===== src/vnh_pkg.sv =====
// Shared types, constants and arithmetic helpers for the value-noise height field core.
// No dependencies; imported by every module of the block.
package vnh_pkg;

    localparam int COORD_W    = 16;           // grid coordinate width
    localparam int FREQ_W     = 16;           // Q0.16 frequency width
    localparam int FRAC_W     = 16;           // fraction bits of a position
    localparam int PROD_W     = COORD_W + FREQ_W + 1;
    localparam int HASH_W     = 29;           // low bits of the hash sum that reach the result
    localparam int NOISE_W    = 16;
    localparam int BYTE_W     = 8;
    localparam int HEIGHT_W   = 9;
    localparam int CFG_IDX_W  = 2;
    localparam int CFG_DATA_W = 16;
    localparam int PIPE_DEPTH = 8;

    localparam logic [HASH_W-1:0]  HASH_MUL_X   = HASH_W'(374761393);
    localparam logic [HASH_W-1:0]  HASH_MUL_Z   = HASH_W'(668265263);
    localparam logic [NOISE_W-1:0] HASH_MUL_MIX = NOISE_W'(1274126177);
    localparam int                 HASH_SHIFT   = 13;

    localparam logic [FREQ_W-1:0] FREQ_RST = FREQ_W'(7864);
    localparam logic [BYTE_W-1:0] BASE_RST = BYTE_W'(5);
    localparam logic [BYTE_W-1:0] AMP_RST  = BYTE_W'(11);

    typedef enum logic [CFG_IDX_W-1:0] {
        CFG_FREQUENCY = 2'd0,
        CFG_BASE      = 2'd1,
        CFG_AMPLITUDE = 2'd2
    } t_cfg_idx;

    // Per-stage load enables and valid bits, stage 1 next to the input.
    typedef struct packed {
        logic [PIPE_DEPTH:1] en;
        logic [PIPE_DEPTH:1] vld;
    } t_pipe_ctl;

    // floor((p*(1-s) + q*s)) in Q0.16
    function automatic logic [NOISE_W-1:0] lerp_q16(input logic [NOISE_W-1:0] p,
                                                   input logic [NOISE_W-1:0] q,
                                                   input logic [NOISE_W-1:0] s);
        logic [NOISE_W:0]     inv;
        logic [2*NOISE_W:0]   acc;
        inv = (NOISE_W+1)'(1 << NOISE_W) - {1'b0, s};
        acc = p * inv + q * s;
        return acc[2*NOISE_W-1:NOISE_W];
    endfunction

endpackage


===== src/vnh_pipe_ctl.sv =====
// Valid tracking and per-stage load enables for the height pipeline.
// Depends on vnh_pkg.
module vnh_pipe_ctl import vnh_pkg::*; (
    input  logic      i_clk,
    input  logic      i_rst_n,
    input  logic      i_valid,
    input  logic      i_stall,
    output t_pipe_ctl o_ctl
);

    logic [PIPE_DEPTH:1]   r_v;
    logic [PIPE_DEPTH:1]   n_v;
    logic [PIPE_DEPTH+1:1] en;

    // a stage loads when it is empty or its content moves on; bubbles collapse
    always_comb begin
        en[PIPE_DEPTH+1] = !i_stall;
        for (int k = PIPE_DEPTH; k >= 1; k--) begin
            en[k] = !r_v[k] || en[k+1];
        end
    end

    always_comb begin
        n_v = r_v;
        if (en[1]) begin
            n_v[1] = i_valid;
        end
        for (int k = 2; k <= PIPE_DEPTH; k++) begin
            if (en[k]) begin
                n_v[k] = r_v[k-1];
            end
        end
    end

    always_ff @(posedge i_clk) begin
        if (!i_rst_n) begin
            r_v <= '0;
        end else begin
            r_v <= n_v;
        end
    end

    assign o_ctl.en  = en[PIPE_DEPTH:1];
    assign o_ctl.vld = r_v;

endmodule


===== config.mk =====
export PLATFORM = sky130hd
export DESIGN_NAME = vnh_pipe_ctl
export DESIGN_NICKNAME = d
export VERILOG_FILES = /design/src/vnh_pkg.sv /design/src/vnh_pipe_ctl.sv
export SDC_FILE = /design/constraint.sdc
export NUM_CORES = 1
export LEC_CHECK = 0
export BUFFER_PORTS_ARGS = -buffer_cell sky130_fd_sc_hd__buf_2
export CORE_AREA = 2 2 39 41
export DETAILED_ROUTE_END_ITERATION = 10
export DIE_AREA = 0 0 41 43
export SLEW_MARGIN = 15
export SYNTH_ARGS = -nofsm -noshare
export SYNTH_HDL_FRONTEND = slang
export SYNTH_SLANG_ARGS = --single-unit

===== constraint.sdc =====
create_clock -name i_clk -period 0.91 [get_ports i_clk]
set_input_delay 0.091 -clock i_clk [delete_from_list [all_inputs] [get_ports i_clk]]
set_output_delay 0.091 -clock i_clk [all_outputs]
set_load 0.01 [all_outputs]

; Word level (Yosys, flattened, before mapping)
; Cells that the tools add are included.
[op_classes]
reduce_logical = 17
[ops]
columns = cell, n
row1 = $logic_not 1->1, 9
row2 = $logic_or 1x1->1, 8
[totals]
wordCells = 25
in_bits = 4
out_inout_bits = 16
regBits = 8

; Longest topological paths before layout
[depth]
depth_word = 9
mapped_depth = 4

; Least setup slack after synthesis
; Ideal clock, no wire load.
[synth_timing]
path_type = register -> output
startpoint = reg r_v[8] in the netlist's numbering
endpoint = out o_ctl[8] in the netlist's numbering
required_time_ns = 0.819
n_path_buf = 0
arrival_time_ns = 0.959
stages_incl_launch_ff = 4
path_slack_ns = -0.140
cell_sequence = dfxtp_1 nand4_4 nor2_2 nand3_1
[synth_rtl]
columns = element, line
row1 = from (decl), vnh_pipe_ctl.sv:11  ; logic [PIPE_DEPTH:1] r_v;
row2 = from (signal assigned), vnh_pipe_ctl.sv:39  ; r_v <= n_v;
row3 = to (decl), vnh_pipe_ctl.sv:8  ; output t_pipe_ctl o_ctl

==> results.sh <==
export IMPL_status="finished with violations"
export IMPL_violations="setup timing"
export IMPL_fillers=144
export IMPL_fin_crit_sh_pct=142
export IMPL_crit_fanout=5
export IMPL_root_buffer="clkbuf_4"
export IMPL_drv_cap=0
export IMPL_synth_cell_type_count=17
export IMPL_stdcell_area_sq_um=678
export IMPL_cpPeakStageDelay_ns=0.36
export IMPL_fmaxAchievable_ghz=0.774
export IMPL_gp_congestion=0.661
export IMPL_hold_viol=0
export IMPL_grt_overflow_total=0
export IMPL_vias=370
export IMPL_area_delta_synth_final_pct=103
export IMPL_synth_seq_cells=8
export IMPL_crit_chain="nand4_4 -> buf_4 -> buf_6 -> buf_6"
export IMPL_grt_antenna_before_repair=0
export IMPL_yosysTopAreaCell="dfxtp_1"
export IMPL_grt_max_degree=11
export IMPL_setup_ws_ns=-0.382
export IMPL_via_per_inst=4.35
export IMPL_switching_share_pct=23.1
export IMPL_syn_inst=36
export IMPL_slew_headroom_pct=88.7
export IMPL_routedWlPerCell_microns=11.9
export IMPL_top_register="r_v"
export IMPL_grt_usage_pct=11.2
export IMPL_leakagePower_nw=0.300
export IMPL_insertion_delay_ns=0.26
export IMPL_drive_gt1_share_pct=71.0
export IMPL_internal_power_w=0.000543
export IMPL_worstMarginPinSlew_ns=0.170
export IMPL_yosys_warnings=0
export IMPL_cp_required_ns=0.82
export IMPL_synth_area_leaders="dfxtp_1 (48%), o21a_1 (6.7%), nand4_4 (6.4%)"
export IMPL_ir_worst_vdd_v=0.000623
export IMPL_core_area_sq_um=1380
export IMPL_drt_wl_total_microns=1010
export IMPL_firstDrtPassIters=3
export IMPL_synth_top_area_share_pct=47.9
export IMPL_antenna_cells=0
export IMPL_post_route_util_pct=49.0
export IMPL_htree_levels=1
export IMPL_design_power_total_w=0.000705
export IMPL_synth_area_sq_um=334
export IMPL_hold_class="primary input to register"
export IMPL_min_period_ns=1.29
export IMPL_seqCellArea_sq_um=176
export IMPL_slowest_stage="dfxtp_4"
export IMPL_setup_viol=15
export IMPL_cts_buffers_inserted=3
export IMPL_worst_ep_arrival_time_ns=1.20
export IMPL_cts_sinks=8
export IMPL_rsz0062_at_grt="true"
export IMPL_fp_dieW_microns=41
export IMPL_syn_nets=40
export IMPL_power_frac_seq_pct=50.6
export IMPL_largest_reg_flops=8
export IMPL_setup_tns_ns=-2.92
export IMPL_synth_seq_area_share_pct=47.9
export IMPL_ios=20
export IMPL_cts_tree="done"
export IMPL_cts_path_max_buffers=2
export IMPL_largest_registers="r_v: 8 flops"
export IMPL_multi_input_area_sq_um=173
export IMPL_cts_hold_buf=0
export IMPL_worst_setup_path_type="register to output port"
export IMPL_avgSynthCellArea_sq_um=9.28
export IMPL_path_clk_slew_ns=0.07
export IMPL_drc=0
export IMPL_start_util_pct=24.1
export IMPL_finalClockSkew_ns=0.0161
export IMPL_power_density_nw_per_um2=1040
export IMPL_cp_end_kind="output port"
export IMPL_portBuffers=19
export IMPL_postPlaceCellArea_sq_um=507
export IMPL_grt_pass1_wl_microns=1280
export IMPL_rows=14
export IMPL_p_clk_share_pct=42.8
export IMPL_comb_power_share_pct=6.5
export IMPL_die_h_microns=43
export IMPL_fin_hold_ws_ns=0.0433
export IMPL_dieArea_sq_um=1760
export IMPL_drtAntennaViolNets=0
export IMPL_drv_slew=0
export IMPL_cp_start_kind="register"
export IMPL_power_switching_w=0.000163
export IMPL_critPathMostFrequentCell="buf_6"
export IMPL_nets=74
export IMPL_grt_pass1_vias=323
export IMPL_drt_initial_drc_count=1
-- cell usage after synthesis --
| library cell | n |
|---|---|
| nor2_4 | 1 |
| a22o_1 | 1 |
| nand4_4 | 1 |
| nand3_1 | 3 |
| nand2_1 | 4 |
| o21a_1 | 3 |
| nor3_2 | 1 |
| dfxtp_1 | 8 |
| inv_2 | 1 |
| inv_1 | 5 |
| a21oi_1 | 1 |
| clkbuf_1 | 1 |
| a21boi_1 | 2 |
| nor2b_1 | 1 |
| nor2_2 | 1 |
| o21ai_1 | 1 |
| and3_1 | 1 |
-- through the flow --
stage | std cells | setup WS (ns)
floorplan | 36 | -0.0186
global placement | 76 | -0.0610
detailed placement | 76 | -0.0872
CTS | 84 | -0.375
global route | 85 | -0.432
finish | 85 | -0.382
-- logic make-up after synthesis --
group | Yosys count | synth area share, %
AND/OR/NAND/NOR | 13 | 27.3
flip-flops | 8 | 47.9
AO/OA/AOI/OAI | 8 | 16.8
buffers and inverters | 7 | 7.86
-- cell usage in the layout (no fill, tap or decap) --
master     n
dfxtp_4    3
a21boi_2   1
and3_1     1
a21boi_1   1
clkbuf_1   1
clkbuf_4   3
nor2_4     2
nor3_4     1
o21a_1     3
dfxtp_1    1
nand4_4    1
dfxtp_2    4
inv_2      2
nand3_1    1
inv_1      4
nor2b_1    1
nand3_2    2
buf_2     10
nand2_1    4
a22o_1     1
buf_4      4
o21ai_1    1
buf_6     16
a21oi_1    1
-- repair_timing --
action | in CTS | in global routing
endpoints found under the setup margin | 16 | 18
buffers inserted | 4 | 1
pin swaps | 3 | 0
resized for setup | 14 | 11
-- power by group through the flow --
stage               Clock, W  Combinational, W  Sequential, W
floorplan                  0         0.0000142       0.000366
detailed placement         0         0.0000395       0.000362
global placement           0         0.0000393       0.000362
CTS                 0.000320         0.0000440       0.000355
global route        0.000332         0.0000505       0.000358
finish              0.000302         0.0000462       0.000357
-- worst paths after layout --
| path | startpoint | end | slack (ns) | depth (start not counted) |
|---|---|---|---|---|
| worst max-delay path | r_v[6] | o_ctl[13] | -0.38 | 4 |
| worst min-delay path | i_valid | r_v[1] | 0.04 | 2 |
| worst max register to register | r_v[6] | r_v[2] | -0.11 | 4 |
| worst min register to register | r_v[2] | r_v[3] | 0.49 | 1 |
-- layout make-up --
type                            instances  share of cell area [%]
Clock buffer                            4                    3.87
Inverter                                6                    3.32
Multi-Input combinational cell         21                    25.5
Sequential cell                         8                    26.0
Tap cell                               16                    2.95
Timing Repair Buffer                   30                    38.4
-- metal layers --
| metal | track usage [%] | share of wire, % |
|---|---|---|
| met3 | 4.71 | 6.5 |
| met2 | 19.7 | 59 |
| met4 | 6.00 | 0 |
| met5 | 0 | 0 |
| met1 | 9.71 | 34 |
-- critical path, delay by kind of cell, from the launching register on --
family	cells	cell delay, ns
and+or+nand+nor	1	0.17
buffers and inverters	3	0.41
DFF	1	0.36
Power figures use the tool's default switching activity.
