$ cat config.mk
export PLATFORM = sky130hd
export DESIGN_NAME = vnh_corner_hash
export DESIGN_NICKNAME = d
export VERILOG_FILES = /design/src/vnh_pkg.sv /design/src/vnh_corner_hash.sv
export SDC_FILE = /design/constraint.sdc
export NUM_CORES = 1
export LEC_CHECK = 0
export ABC_AREA = 1
export BUFFER_PORTS_ARGS = -buffer_cell sky130_fd_sc_hd__buf_2
export CAP_MARGIN = 20
export CORE_MARGIN = 3
export CORE_UTILIZATION = 45
export CTS_CLUSTER_SIZE = 24
export DETAILED_ROUTE_END_ITERATION = 6
export GPL_TIMING_DRIVEN = 0
export PLACE_DENSITY = 0.66
export SLEW_MARGIN = 20
export SYNTH_ARGS = -nofsm -noshare
export SYNTH_HDL_FRONTEND = slang
export SYNTH_SLANG_ARGS = --single-unit
$ cat constraint.sdc
create_clock -name i_clk -period 8.6 [get_ports i_clk]
set_input_delay 1.72 -clock i_clk [delete_from_list [all_inputs] [get_ports i_clk]]
set_output_delay 1.72 -clock i_clk [all_outputs]
set_load 0.03 [all_outputs]
$ cat src/vnh_pkg.sv
// Shared types, constants and arithmetic helpers for the value-noise height field core.
// No dependencies; imported by every module of the block.
package vnh_pkg;

    localparam int COORD_W    = 16;           // grid coordinate width
    localparam int FREQ_W     = 16;           // Q0.16 frequency width
    localparam int FRAC_W     = 16;           // fraction bits of a position
    localparam int PROD_W     = COORD_W + FREQ_W + 1;
    localparam int HASH_W     = 29;           // low bits of the hash sum that reach the result
    localparam int NOISE_W    = 16;
    localparam int BYTE_W     = 8;
    localparam int HEIGHT_W   = 9;
    localparam int CFG_IDX_W  = 2;
    localparam int CFG_DATA_W = 16;
    localparam int PIPE_DEPTH = 8;

    localparam logic [HASH_W-1:0]  HASH_MUL_X   = HASH_W'(374761393);
    localparam logic [HASH_W-1:0]  HASH_MUL_Z   = HASH_W'(668265263);
    localparam logic [NOISE_W-1:0] HASH_MUL_MIX = NOISE_W'(1274126177);
    localparam int                 HASH_SHIFT   = 13;

    localparam logic [FREQ_W-1:0] FREQ_RST = FREQ_W'(7864);
    localparam logic [BYTE_W-1:0] BASE_RST = BYTE_W'(5);
    localparam logic [BYTE_W-1:0] AMP_RST  = BYTE_W'(11);

    typedef enum logic [CFG_IDX_W-1:0] {
        CFG_FREQUENCY = 2'd0,
        CFG_BASE      = 2'd1,
        CFG_AMPLITUDE = 2'd2
    } t_cfg_idx;

    // Per-stage load enables and valid bits, stage 1 next to the input.
    typedef struct packed {
        logic [PIPE_DEPTH:1] en;
        logic [PIPE_DEPTH:1] vld;
    } t_pipe_ctl;

    // floor((p*(1-s) + q*s)) in Q0.16
    function automatic logic [NOISE_W-1:0] lerp_q16(input logic [NOISE_W-1:0] p,
                                                   input logic [NOISE_W-1:0] q,
                                                   input logic [NOISE_W-1:0] s);
        logic [NOISE_W:0]     inv;
        logic [2*NOISE_W:0]   acc;
        inv = (NOISE_W+1)'(1 << NOISE_W) - {1'b0, s};
        acc = p * inv + q * s;
        return acc[2*NOISE_W-1:NOISE_W];
    endfunction

endpackage

$ cat src/vnh_corner_hash.sv
// Two-stage corner hash: sum and xor-shift, then the final multiply, low 16 bits.
// Depends on vnh_pkg; takes the per-axis products from the top level.
module vnh_corner_hash import vnh_pkg::*; (
    input  logic               i_clk,
    input  logic               i_en_mix,
    input  logic               i_en_out,
    input  logic [HASH_W-1:0]  i_x_term,
    input  logic [HASH_W-1:0]  i_z_term,
    output logic [NOISE_W-1:0] o_hash
);

    logic [HASH_W-1:0]  sum;
    logic [NOISE_W-1:0] r_mix;
    logic [NOISE_W-1:0] r_hash;

    assign sum = i_x_term + i_z_term;

    always_ff @(posedge i_clk) begin
        if (i_en_mix) begin
            r_mix <= sum[NOISE_W-1:0] ^ sum[HASH_SHIFT+NOISE_W-1:HASH_SHIFT];
        end
        if (i_en_out) begin
            r_hash <= r_mix * HASH_MUL_MIX;
        end
    end

    assign o_hash = r_hash;

endmodule
Word-level counts from Yosys, hierarchy flattened
Cells that the tools add are included.
{"block": "classes", "muxes": 0, "shift": 0, "div_mod_pow": 0, "bitwise_logic": 1, "n_mul": 1, "n_addsub": 1, "n_eq_ne": 0, "n_reduce_logical": 0, "n_lt_le_gt_ge": 0}
{"operator": "$add A29 B29 Y29", "count": 1}
{"operator": "$mul A16 B16 Y16 const B", "count": 1}
{"operator": "$xor A16 B16 Y16", "count": 1}
{"block": "word_totals", "output_inout_bits": 16, "latchBits": 0, "rom_bits": 0, "memories": 0, "ramBits": 0, "in_bits": 61, "register_bits": 32}

Logic depth before layout (Yosys ltp)
{"block": "depth", "depth_word": 2, "ltp_mapped": 21, "depth_no_buf": 21}

Least setup slack after synthesis
No wires, ideal clock.
{"block": "synth_timing", "kind": "register to register", "start": "reg r_mix[0]", "end": "reg r_hash[14], in the netlist o_hash[14], data pin", "path_stages_with_launch": 15, "setup_ns": 0.276, "setup_slack_ns": 4.019, "period_less_slack_ns": 4.581, "arrival_time_ns": 4.306, "required_ns": 8.324, "cell_sequence": "edfxtp_1 -> inv_1 -> fa_1 -> fa_1 -> inv_1 -> ha_1 -> fa_1 -> fa_1 -> inv_1 -> fa_1 -> inv_1 -> ha_1 -> inv_1 -> o311ai_0 -> xor2_1"}
{"block": "synth_via", "elab_chain_len": 1}
{"element": "start, declared", "line_no": "vnh_corner_hash.sv:13", "rtl": "logic [NOISE_W-1:0] r_mix;"}
{"element": "start signal, assigned", "line_no": "vnh_corner_hash.sv:20", "rtl": "r_mix <= sum[NOISE_W-1:0] ^ sum[HASH_SHIFT+NOISE_W-1:HASH_SHIFT];"}
{"element": "$mul A16 B16 Y16", "line_no": "vnh_corner_hash.sv:23", "rtl": "r_hash <= r_mix * HASH_MUL_MIX;"}
{"element": "end signal, assigned", "line_no": "vnh_corner_hash.sv:23"}
{"element": "end, declared", "line_no": "vnh_corner_hash.sv:14", "rtl": "logic [NOISE_W-1:0] r_hash;"}
Every way passes these cells.
A chain may end at the register's enable or synchronous reset.

Worst setup path in the final report
{"block": "layout_timing", "start": "reg r_mix[0]", "end": "reg r_hash[15], in the netlist o_hash[15], data pin"}
The elaborated chain is that of the path after synthesis.

==> run summary <==
Post-route ant nets: 0
Netlist Area Pre-Place: 0.00479 mm^2
Final setup viols: 0
Post-Layout Cell Count: 848
CTS clock-pin slew for the worst setup and hold paths: 0.07 ns
Syn_nets: 794
Clock sinks: 32
Synth Area in Adders: 31.5%
PortBufs: 76
Worst setup SP type: flop
Dpl cells: 840
Fmax: 0.199 GHz
Hold-fix buffers, CTS: 0
Compound-gate portion of the synthesized area: 7.02%
FF-to-FF setup slack: 3.57 ns
Antenna violations before repair: 0
Resize count post-CTS: 0
Die height: 109 um
Final hold vios: 0
Status: completed
Worst R2R End: o_hash[15]$_DFFE_PP_
Max_cap viols: 0
Layout cell share with drive strength beyond 1: 13.5%
Fin nets: 877
Initial detailed-routing violation count: 142
Primary FF master, synth: edfxtp_1
Drt pass-1 iters: 4
Critical path class: reg2reg
Via count of the first global-routing pass: 4062
First-pass GRT wire length: 18.2 mm
Worst setup path start: r_mix[0]$_DFFE_PP_
CTS tree: built
Yosys Warn Count: 0
Post-synth EDFFs: 32
Highest-delay cell along the critical path: edfxtp_1
R2R Path Start: r_mix[0]$_DFFE_PP_
Distinct cells, synth: 28
Least-Margin Pin Slew: 0.488 ns
CP required: 8.65 ns
IO Count: 77
Row cnt: 37
Yosys reg bits: 32
Cell area after layout: 0.00543 mm^2
Die width: 109 um
Syn_area_per_cell: 7.63 um^2
Starting Density: 46.4%
Worst min path class: reg2reg
Core Area: 0.0103 mm^2
Synth Area in Simple Gates: 24.2%
FF-to-FF path depth: 17
Synth Instances: 628
Remaining Overflow, GRT: 0
Final WS setup: 3.57 ns
Largest net degree at the start of global routing: 17
TNS Setup: 0 ns
XOR/XNOR Fraction of Synth Area: 8.41%
CP Capture Type: flop
DP Worst Slack: 3.48 ns
DRC errors left: 0
Final RePlAce weighted congestion: 0.905
CTS root buf: clkbuf_8
Die area: 0.0119 mm^2
WP data arrival: 5.08 ns
Post-synthesis sequential area ratio: 20.1%
CP Max Fanout: 9
Post-DP HPWL: 9.88 mm
Multi-input logic area: 0.00341 mm^2
Cell chain of the critical path: inv_1 -> fa_1 -> fa_1 -> inv_1 -> fa_1 -> fa_1 -> inv_1 -> fa_1 -> inv_1 -> fa_1 -> ha_1 -> a21oi_1 -> o21ai_0 -> a31oi_1 -> inv_1 -> nand3_1 -> nand2_1
Unrepaired setup endpoints after global routing: false
FF/Latch Area: 961 um^2
Max-slew headroom: 67.1%
Post-CTS Setup Inserts: 0
Drt total wl: 10.9 mm
Placed Area: 0.00534 mm^2
Final Max Slew Viols: 0
Min Tclk post-route: 5.03 ns
Final period utilization: 58.5%
CTS Buf Count: 5
Fillers: 1046
Mux cell area share after synthesis: 0%
Critical Path Most Common Cell: fa_1
Largest family of logic cells by synthesized area: adder cells
Crit path to: o_hash[15]$_DFFE_PP_
Detail-routed net length per standard cell: 12.9 um
CP peak stage delay: 0.61 ns
Vias/cell: 4.94
H-tree levels: 2
Share of flip-flops with an asynchronous set or reset: 0%
Clock buffer depth: 2
# diodes: 0
Vias: 4190
Area Overhead vs Synth: 13.2%
Clock Skew: 0.00904 ns
Total GRT Usage: 19.4%
Clock latency on the worst-skew pair: 0.29 ns
-- how the worst min path moves through the flow --
stage                                  start  depth (start not counted)                  end
after detailed placement  r_mix[4]$_DFFE_PP_                          0  o_hash[4]$_DFFE_PP_
final                     r_mix[4]$_DFFE_PP_                          0  o_hash[4]$_DFFE_PP_
after global placement    r_mix[4]$_DFFE_PP_                          0  o_hash[4]$_DFFE_PP_
after CTS                 r_mix[4]$_DFFE_PP_                          0  o_hash[4]$_DFFE_PP_
after global routing      r_mix[4]$_DFFE_PP_                          0  o_hash[4]$_DFFE_PP_
after floorplan           r_mix[4]$_DFFE_PP_                          0  o_hash[4]$_DFFE_PP_
-- synth_stat cells, types with 2 or more instances --
cell type	n	area, um^2
fa_1	26	521
inv_1	112	420
nand3_1	34	170
nor3_1	4	20.0
nand4_1	3	18.8
edfxtp_1	32	961
a21o_1	2	15.0
xor2_1	27	236
o21bai_1	3	22.5
ha_1	79	988
o21ai_0	15	75.1
nand2_1	162	608
nand2_2	8	50.1
o21a_1	2	15.0
nor4_1	2	12.5
xnor2_1	19	166
a21oi_1	37	185
nor2_4	2	22.5
nor2_1	43	161
nand3b_1	8	60.1
-- routing by layer --
layer  share of wire (%)  GRT usage, %  routed length [um]
met1                  41          22.1                4500
met2                  51          36.9                5610
met3                 3.6          1.84                 395
met4                 3.8          7.75                 414
met5                   0             0                   0
-- layout make-up --
type / instances / share of cell area, %
multi-input cells: 483 / 62.8
flip-flops and latches: 32 / 17.7
inverters: 113 / 7.82
repair buffers: 76 / 7.01
well taps: 136 / 3.14
clock buffers: 6 / 1.34
clock inverters: 2 / 0.208
-- through the flow --
stage                     utilization [%]  hold slack [ns]
after floorplan                         -            0.484
after global placement               51.8            0.541
after detailed placement             51.8            0.568
after CTS                            52.6            0.577
after global routing                 52.6            0.622
final                                52.6            0.575
-- placed cells by master (no fill, tap or decap), drive strengths merged, types with 3 or more instances in the layout --
cell	instances
nand3	34
ha	79
nand2	170
o21ai	15
clkbuf	6
buf	76
xor2	27
nor2	46
a21oi	38
nor3	5
nand4	3
inv	113
fa	26
edfxtp	32
xnor2	19
nand3b	8
o21bai	3
-- critical path: cells and delay by family, from the launching register on --
family	cells	cell delay (ns)
compound gates	3	0.52
simple gates	2	0.13
flops	1	0.61
fa+ha+maj	7	3.12
buf+inv	5	0.40
-- registers in the layout, summed over array words and instances, names as in the netlist --
register and cells:
o_hash 16, r_mix 16
-- logic make-up after synthesis --
logic type      count (synthesis)
compound gates                 62
buf+inv                       113
fa+ha+maj                     105
simple gates                  270
xor+xnor                       46
flops                          32
Power is left out: the tool's default activity adds up to more than one toggle a clock period on the data nets, which glitch-free logic cannot reach.
