===== config.mk =====
export PLATFORM = sky130hd
export DESIGN_NAME = vnh_smooth
export DESIGN_NICKNAME = d
export VERILOG_FILES = /design/src/vnh_pkg.sv /design/src/vnh_smooth.sv
export SDC_FILE = /design/constraint.sdc
export NUM_CORES = 2
export LEC_CHECK = 0
export ABC_AREA = 1
export BUFFER_PORTS_ARGS = -buffer_cell sky130_fd_sc_hd__buf_2
export CAP_MARGIN = 30
export CORE_MARGIN = 2
export CORE_UTILIZATION = 40
export CTS_CLUSTER_SIZE = 16
export DETAILED_ROUTE_END_ITERATION = 10
export MAX_ROUTING_LAYER = met4
export SLEW_MARGIN = 20
export SYNTH_ARGS = -nofsm -noshare
export SYNTH_HDL_FRONTEND = slang
export SYNTH_SLANG_ARGS = --single-unit

===== constraint.sdc =====
create_clock -name i_clk -period 10 [get_ports i_clk]
set_input_delay 2 -clock i_clk [delete_from_list [all_inputs] [get_ports i_clk]]
set_output_delay 2 -clock i_clk [all_outputs]
set_load 0.01 [all_outputs]

===== src/vnh_pkg.sv =====
// Shared types, constants and arithmetic helpers for the value-noise height field core.
// No dependencies; imported by every module of the block.
package vnh_pkg;

    localparam int COORD_W    = 16;           // grid coordinate width
    localparam int FREQ_W     = 16;           // Q0.16 frequency width
    localparam int FRAC_W     = 16;           // fraction bits of a position
    localparam int PROD_W     = COORD_W + FREQ_W + 1;
    localparam int HASH_W     = 29;           // low bits of the hash sum that reach the result
    localparam int NOISE_W    = 16;
    localparam int BYTE_W     = 8;
    localparam int HEIGHT_W   = 9;
    localparam int CFG_IDX_W  = 2;
    localparam int CFG_DATA_W = 16;
    localparam int PIPE_DEPTH = 8;

    localparam logic [HASH_W-1:0]  HASH_MUL_X   = HASH_W'(374761393);
    localparam logic [HASH_W-1:0]  HASH_MUL_Z   = HASH_W'(668265263);
    localparam logic [NOISE_W-1:0] HASH_MUL_MIX = NOISE_W'(1274126177);
    localparam int                 HASH_SHIFT   = 13;

    localparam logic [FREQ_W-1:0] FREQ_RST = FREQ_W'(7864);
    localparam logic [BYTE_W-1:0] BASE_RST = BYTE_W'(5);
    localparam logic [BYTE_W-1:0] AMP_RST  = BYTE_W'(11);

    typedef enum logic [CFG_IDX_W-1:0] {
        CFG_FREQUENCY = 2'd0,
        CFG_BASE      = 2'd1,
        CFG_AMPLITUDE = 2'd2
    } t_cfg_idx;

    // Per-stage load enables and valid bits, stage 1 next to the input.
    typedef struct packed {
        logic [PIPE_DEPTH:1] en;
        logic [PIPE_DEPTH:1] vld;
    } t_pipe_ctl;

    // floor((p*(1-s) + q*s)) in Q0.16
    function automatic logic [NOISE_W-1:0] lerp_q16(input logic [NOISE_W-1:0] p,
                                                   input logic [NOISE_W-1:0] q,
                                                   input logic [NOISE_W-1:0] s);
        logic [NOISE_W:0]     inv;
        logic [2*NOISE_W:0]   acc;
        inv = (NOISE_W+1)'(1 << NOISE_W) - {1'b0, s};
        acc = p * inv + q * s;
        return acc[2*NOISE_W-1:NOISE_W];
    endfunction

endpackage


===== src/vnh_smooth.sv =====
// Two-stage smoothstep t*t*(3-2t) on a Q0.16 fraction.
// Depends on vnh_pkg.
module vnh_smooth import vnh_pkg::*; (
    input  logic               i_clk,
    input  logic               i_en_sq,
    input  logic               i_en_out,
    input  logic [FRAC_W-1:0]  i_frac,
    output logic [NOISE_W-1:0] o_smooth
);

    logic [2*FRAC_W-1:0]   r_sq;
    logic [FRAC_W+1:0]     r_w;
    logic [NOISE_W-1:0]    r_s;
    logic [3*FRAC_W+1:0]   prod;

    assign prod = r_sq * r_w;

    always_ff @(posedge i_clk) begin
        if (i_en_sq) begin
            r_sq <= i_frac * i_frac;
            r_w  <= (FRAC_W+2)'(3 << FRAC_W) - {1'b0, i_frac, 1'b0};
        end
        if (i_en_out) begin
            r_s <= prod[2*FRAC_W+NOISE_W-1:2*FRAC_W];
        end
    end

    assign o_smooth = r_s;

endmodule


# ---- Word-level counts from Yosys, hierarchy flattened
# Index checks and enable logic that the tools add are counted.
dict set report op_classes {
  n_addsub 1
  multipliers 2
  div_mod_pow 0
  order_cmp 0
  eq_ne 0
  shift 0
  muxes 0
  bitwise_logic 0
  reduce_logical 0
}
# op n
set op_table {}
lappend op_table {{$mul A32 B18 Y48} 1}
lappend op_table {{$mul A16 B16 Y32} 1}
lappend op_table {{$sub A18 B17 Y18 const A} 1}
dict set report word_totals {
  regBits 66
  latch_bits 0
  ramBits 0
  rom_bits 0
  in_bits 19
  out_inout_bits 16
  wordCells 6
  memories 0
}

# ---- Longest topological paths before layout
dict set report logic_depth {
  word_depth 1
  depth_mapped 28
  depth_no_buf 26
}

# ---- Least setup slack after synthesis
# No wires, ideal clock.
dict set report synth_timing {
  kind {input-to-reg}
  startpoint {input i_frac[12]}
  endpoint {register r_sq[30] (data pin)}
  setup_time_ns 0.258
  t_arrival_ns 7.114
  t_required_ns 9.742
  path_slack_ns 2.628
  path_stages 26
  path_buffers 2
  path_cell_list {clkbuf_1 > clkbuf_1 > nand2_1 > fa_1 > inv_1 > fa_1 > inv_1 > fa_1 > inv_1 > fa_1 > inv_1 > fa_1 > inv_1 > fa_1 > ha_1 > nand2_1 > inv_1 > nand3_1 > nor2_1 > nand4_1 > nand3_1 > nand2_1 > inv_1 > nor2_1 > nand2_1 > nand2_1}
}
dict set report synth_via {
  elab_chain_cells 1
}
# element line_no
set synth_rtl {}
lappend synth_rtl {{start, declared} vnh_smooth.sv:7} ;# input logic [FRAC_W-1:0] i_frac,
lappend synth_rtl {{$mul A16 B16 Y32} vnh_smooth.sv:20} ;# r_sq <= i_frac * i_frac;
lappend synth_rtl {{end signal, assigned} vnh_smooth.sv:20}
lappend synth_rtl {{end, declared} vnh_smooth.sv:11} ;# logic [2*FRAC_W-1:0] r_sq;
# No other way between the ends.
# A chain may end at the register's enable or synchronous reset.

# ---- Worst setup path in the final report
# Ends and elaborated chain as after synthesis.

==> summary.txt <==
Yosys
  – Avg Inst Size Synth: 7.85 µm²
  – Ys async rst share: 0%
  – Synth area leaders: fa_1 43%, inv_1 15%, nand2_1 12%, ha_1 11%, edfxtp_1 6.8%
  – Synth Area in XOR/XNOR: 1.70%
  – Sequential fraction of the synthesis area: 6.80%
  – Synthesized netlist cell count: 3544
  – #FFs+latches synth: 63
  – Ys Warns: 0
  – Adder-Cell Fraction of Synth Area: 54.4%
  – Simple-gate share of the synthesized area: 15.9%
  – Top FF cell, synth: edfxtp_1
  – Unique cell type count in the Yosys netlist: 41
  – Largest family of logic cells by synthesized area: adder cells
  – Leading area contributor after synthesis: fa_1
  – Post-synth EDFFs: 63
  – Synth Area in Compound Gates: 3.59%
  – Post-synthesis cell area: 0.0278 mm²
  – Area share of the leading cell type in the synthesized netlist: 43.4%
  – Multiplexer share of the synthesized area: 0%

Routing
  – Vias per inst: 4.69
  – WL per Instance: 15.7 µm
  – Initial drt markers: 1180
  – Post-route ant nets: 0
  – Vias: 20700
  – DRC: 0
  – Final wirelength: 69200 µm
  – DR pass1 iterations: 7

Placed design
  – Hpwl dp: 54800 µm
  – Placer Congestion: 0.931
  – Pre-CTS setup slack: 2.48 ns
  – PortBufs: 34
  – Placed Cells: 4392

STA
  – Relative slew slack: 33.3%
  – Final setup margin: 2.88 ns
  – RSZ-0062 raised after global routing: no
  – Final slew viol count: 0
  – Final hold vios: 0
  – Setup TNS: 0 ns
  – Post-layout min period: 7.12 ns
  – Skew final: 0.0182 ns
  – Tcrit/Tclk final: 71.2%
  – Setup-failing EPs final: 0
  – Slew @ Worst Pin: 1.00 ns
  – Fmax: 0.141 GHz

Hold path
  – Hold Path Origin: r_sq[31]
  – Hold endpoint: o_smooth[15]
  – Worst Hold Class: register to register
  – WHS Path Cells: 8

Cells and area
  – Share of cells above drive strength 1: 2.56%
  – Finished Layout Cells: 4409
  – Fillers: 7077
  – Fin util: 42.3%
  – Final #Nets: 4339
  – Area growth, synth to finish: 4.47%
  – Area occupied by multi-input gates: 0.0211 mm²
  – Sequential cell area: 0.00189 mm²

Worst setup path
  – Critical Path Fanout Max: 19
  – CP endpoint kind: register
  – Worst R2R Start: r_sq[24]
  – Crit Reg-Reg Endpoint: o_smooth[4]
  – Worst setup SP type: primary input
  – R2R cell count: 21
  – Reg2Reg Setup Slack: 3.70 ns
  – Critical path data required time: 10.12 ns
  – CP Class: primary input to register
  – WP data arrival: 7.24 ns

Run status
  – Status: completed

GRT
  – Tot GR Track Use: 21.5%
  – Number of global-route vias before repair: 22600
  – First-pass GRT wire length: 117000 µm
  – Largest net degree at the start of global routing: 48
  – Initial antenna violation count: 1
  – Total grt overflow: 0

Floorplanning
  – CORE AREA: 0.0687 mm²
  – I/O pins: 35
  – Row cnt: 96
  – Starting Density: 40.5%
  – Die area: 0.0717 mm²
  – Die Wd: 268 µm
  – Die Y: 268 µm

Clock network
  – CTS tree: built
  – CTS Buffer Depth: 2
  – Root buf cell: clkbuf_16
  – Post-cts gate resize count: 0
  – Clock-pin slew on the worst setup and hold paths: 0.06 ns
  – Post-CTS Setup Bufs: 0
  – Clk sink count: 63
  – CTS Hold Bufs: 0
  – H-tree Lvls: 3
  – Clock latency on the worst-skew pair: 0.38 ns
  – CTS buffer count: 9

Flow run
  – Max_cap viols: 0
[Yosys cell counts (4+ instances only)]
master / count
a21oi_1: 85
o21bai_1: 13
buf_2: 4
a21boi_0: 7
nand3_1: 49
clkbuf_1: 133
a21o_1: 11
ha_1: 245
fa_1: 603
or2_2: 4
o21ai_1: 4
edfxtp_1: 63
xor2_1: 40
o21ai_0: 49
nor3_1: 17
nor2_1: 111
nand4_1: 26
xnor2_1: 14
nand2_1: 880
inv_1: 1146
[stage by stage]
step	hold slack (ns)	area, µm²
2_1_floorplan	0.973	27800
3_3_place_gp	1.32	28800
3_5_place_dp	1.31	28800
4_1_cts	1.32	29100
5_1_grt	1.41	29100
6_report	1.31	29100
[worst max-delay path, stage by stage]
cell     delay [ns]
buf_2          0.38
nand2_1        0.20
fa_1           0.57
inv_1          0.05
fa_1           0.53
inv_1          0.06
fa_1           0.50
inv_1          0.05
fa_1           0.52
inv_1          0.05
fa_1           0.47
inv_1          0.05
fa_1           0.43
ha_1           0.35
nand2_1        0.11
inv_1          0.08
nand3_1        0.12
nor2_1         0.16
nand4_1        0.10
nand3_1        0.17
nand2_1        0.07
inv_1          0.06
nor2_1         0.04
nand2_1        0.06
nand2_1        0.05
[worst max-delay path by stage]
stage | startpoint | endpoint | slack [ns] | cells after the start
6_report | i_frac[12] | r_sq[30] | 2.88 | 25
5_1_grt | i_frac[13] | r_sq[30] | 2.47 | 25
4_1_cts | i_frac[12] | r_sq[30] | 2.86 | 25
3_5_place_dp | i_frac[12] | r_sq[30] | 2.48 | 25
3_3_place_gp | i_frac[12] | r_sq[30] | 2.51 | 25
2_1_floorplan | i_frac[12] | r_sq[30] | 2.63 | 26
[metal layers]
layer / wire [µm] / track usage [%]
met1: 30400 / 27.2
met4: 1030 / 4.23
met5: 0 / -
met3: 2820 / 2.03
met2: 34900 / 37.6
[registers in the layout (all words and copies together) (netlist names)]
register / cells
r_sq: 31
o_smooth: 16
r_w: 16
[placed cells by master, fill, tap and decap left out, drive strengths merged, types with 9 or more instances in the layout]
master and instances:
a21boi 9, a21o 11, a21oi 85, buf 54, clkbuf 9, edfxtp 63, fa 603, ha 245
inv 1151, nand2 883, nand3 52, nand4 26, nor2 111, nor3 21, o21ai 53, o21bai 13
xnor2 14, xor2 40
[kinds of logic after synthesis]
logic type,after synthesis
AO/OA/AOI/OAI,179
XOR/XNOR,54
adder cells (fa/ha/maj),848
buffers and inverters,1293
flip-flops,63
other,2
AND/OR/NAND/NOR,1105
[cell type report]
| type | instances | share of cell area, % |
|---|---|---|
| diodes | 1 | 0.00861 |
| clock buffers | 9 | 0.775 |
| clock inverters | 7 | 0.245 |
| inverters | 1150 | 14.9 |
| multi-input cells | 2194 | 72.5 |
| flip-flops and latches | 63 | 6.51 |
| well taps | 931 | 4.01 |
| repair buffers | 54 | 1.10 |
Power is left out: the tool's default activity adds up to more than one toggle a clock period on the data nets, which glitch-free logic cannot reach.
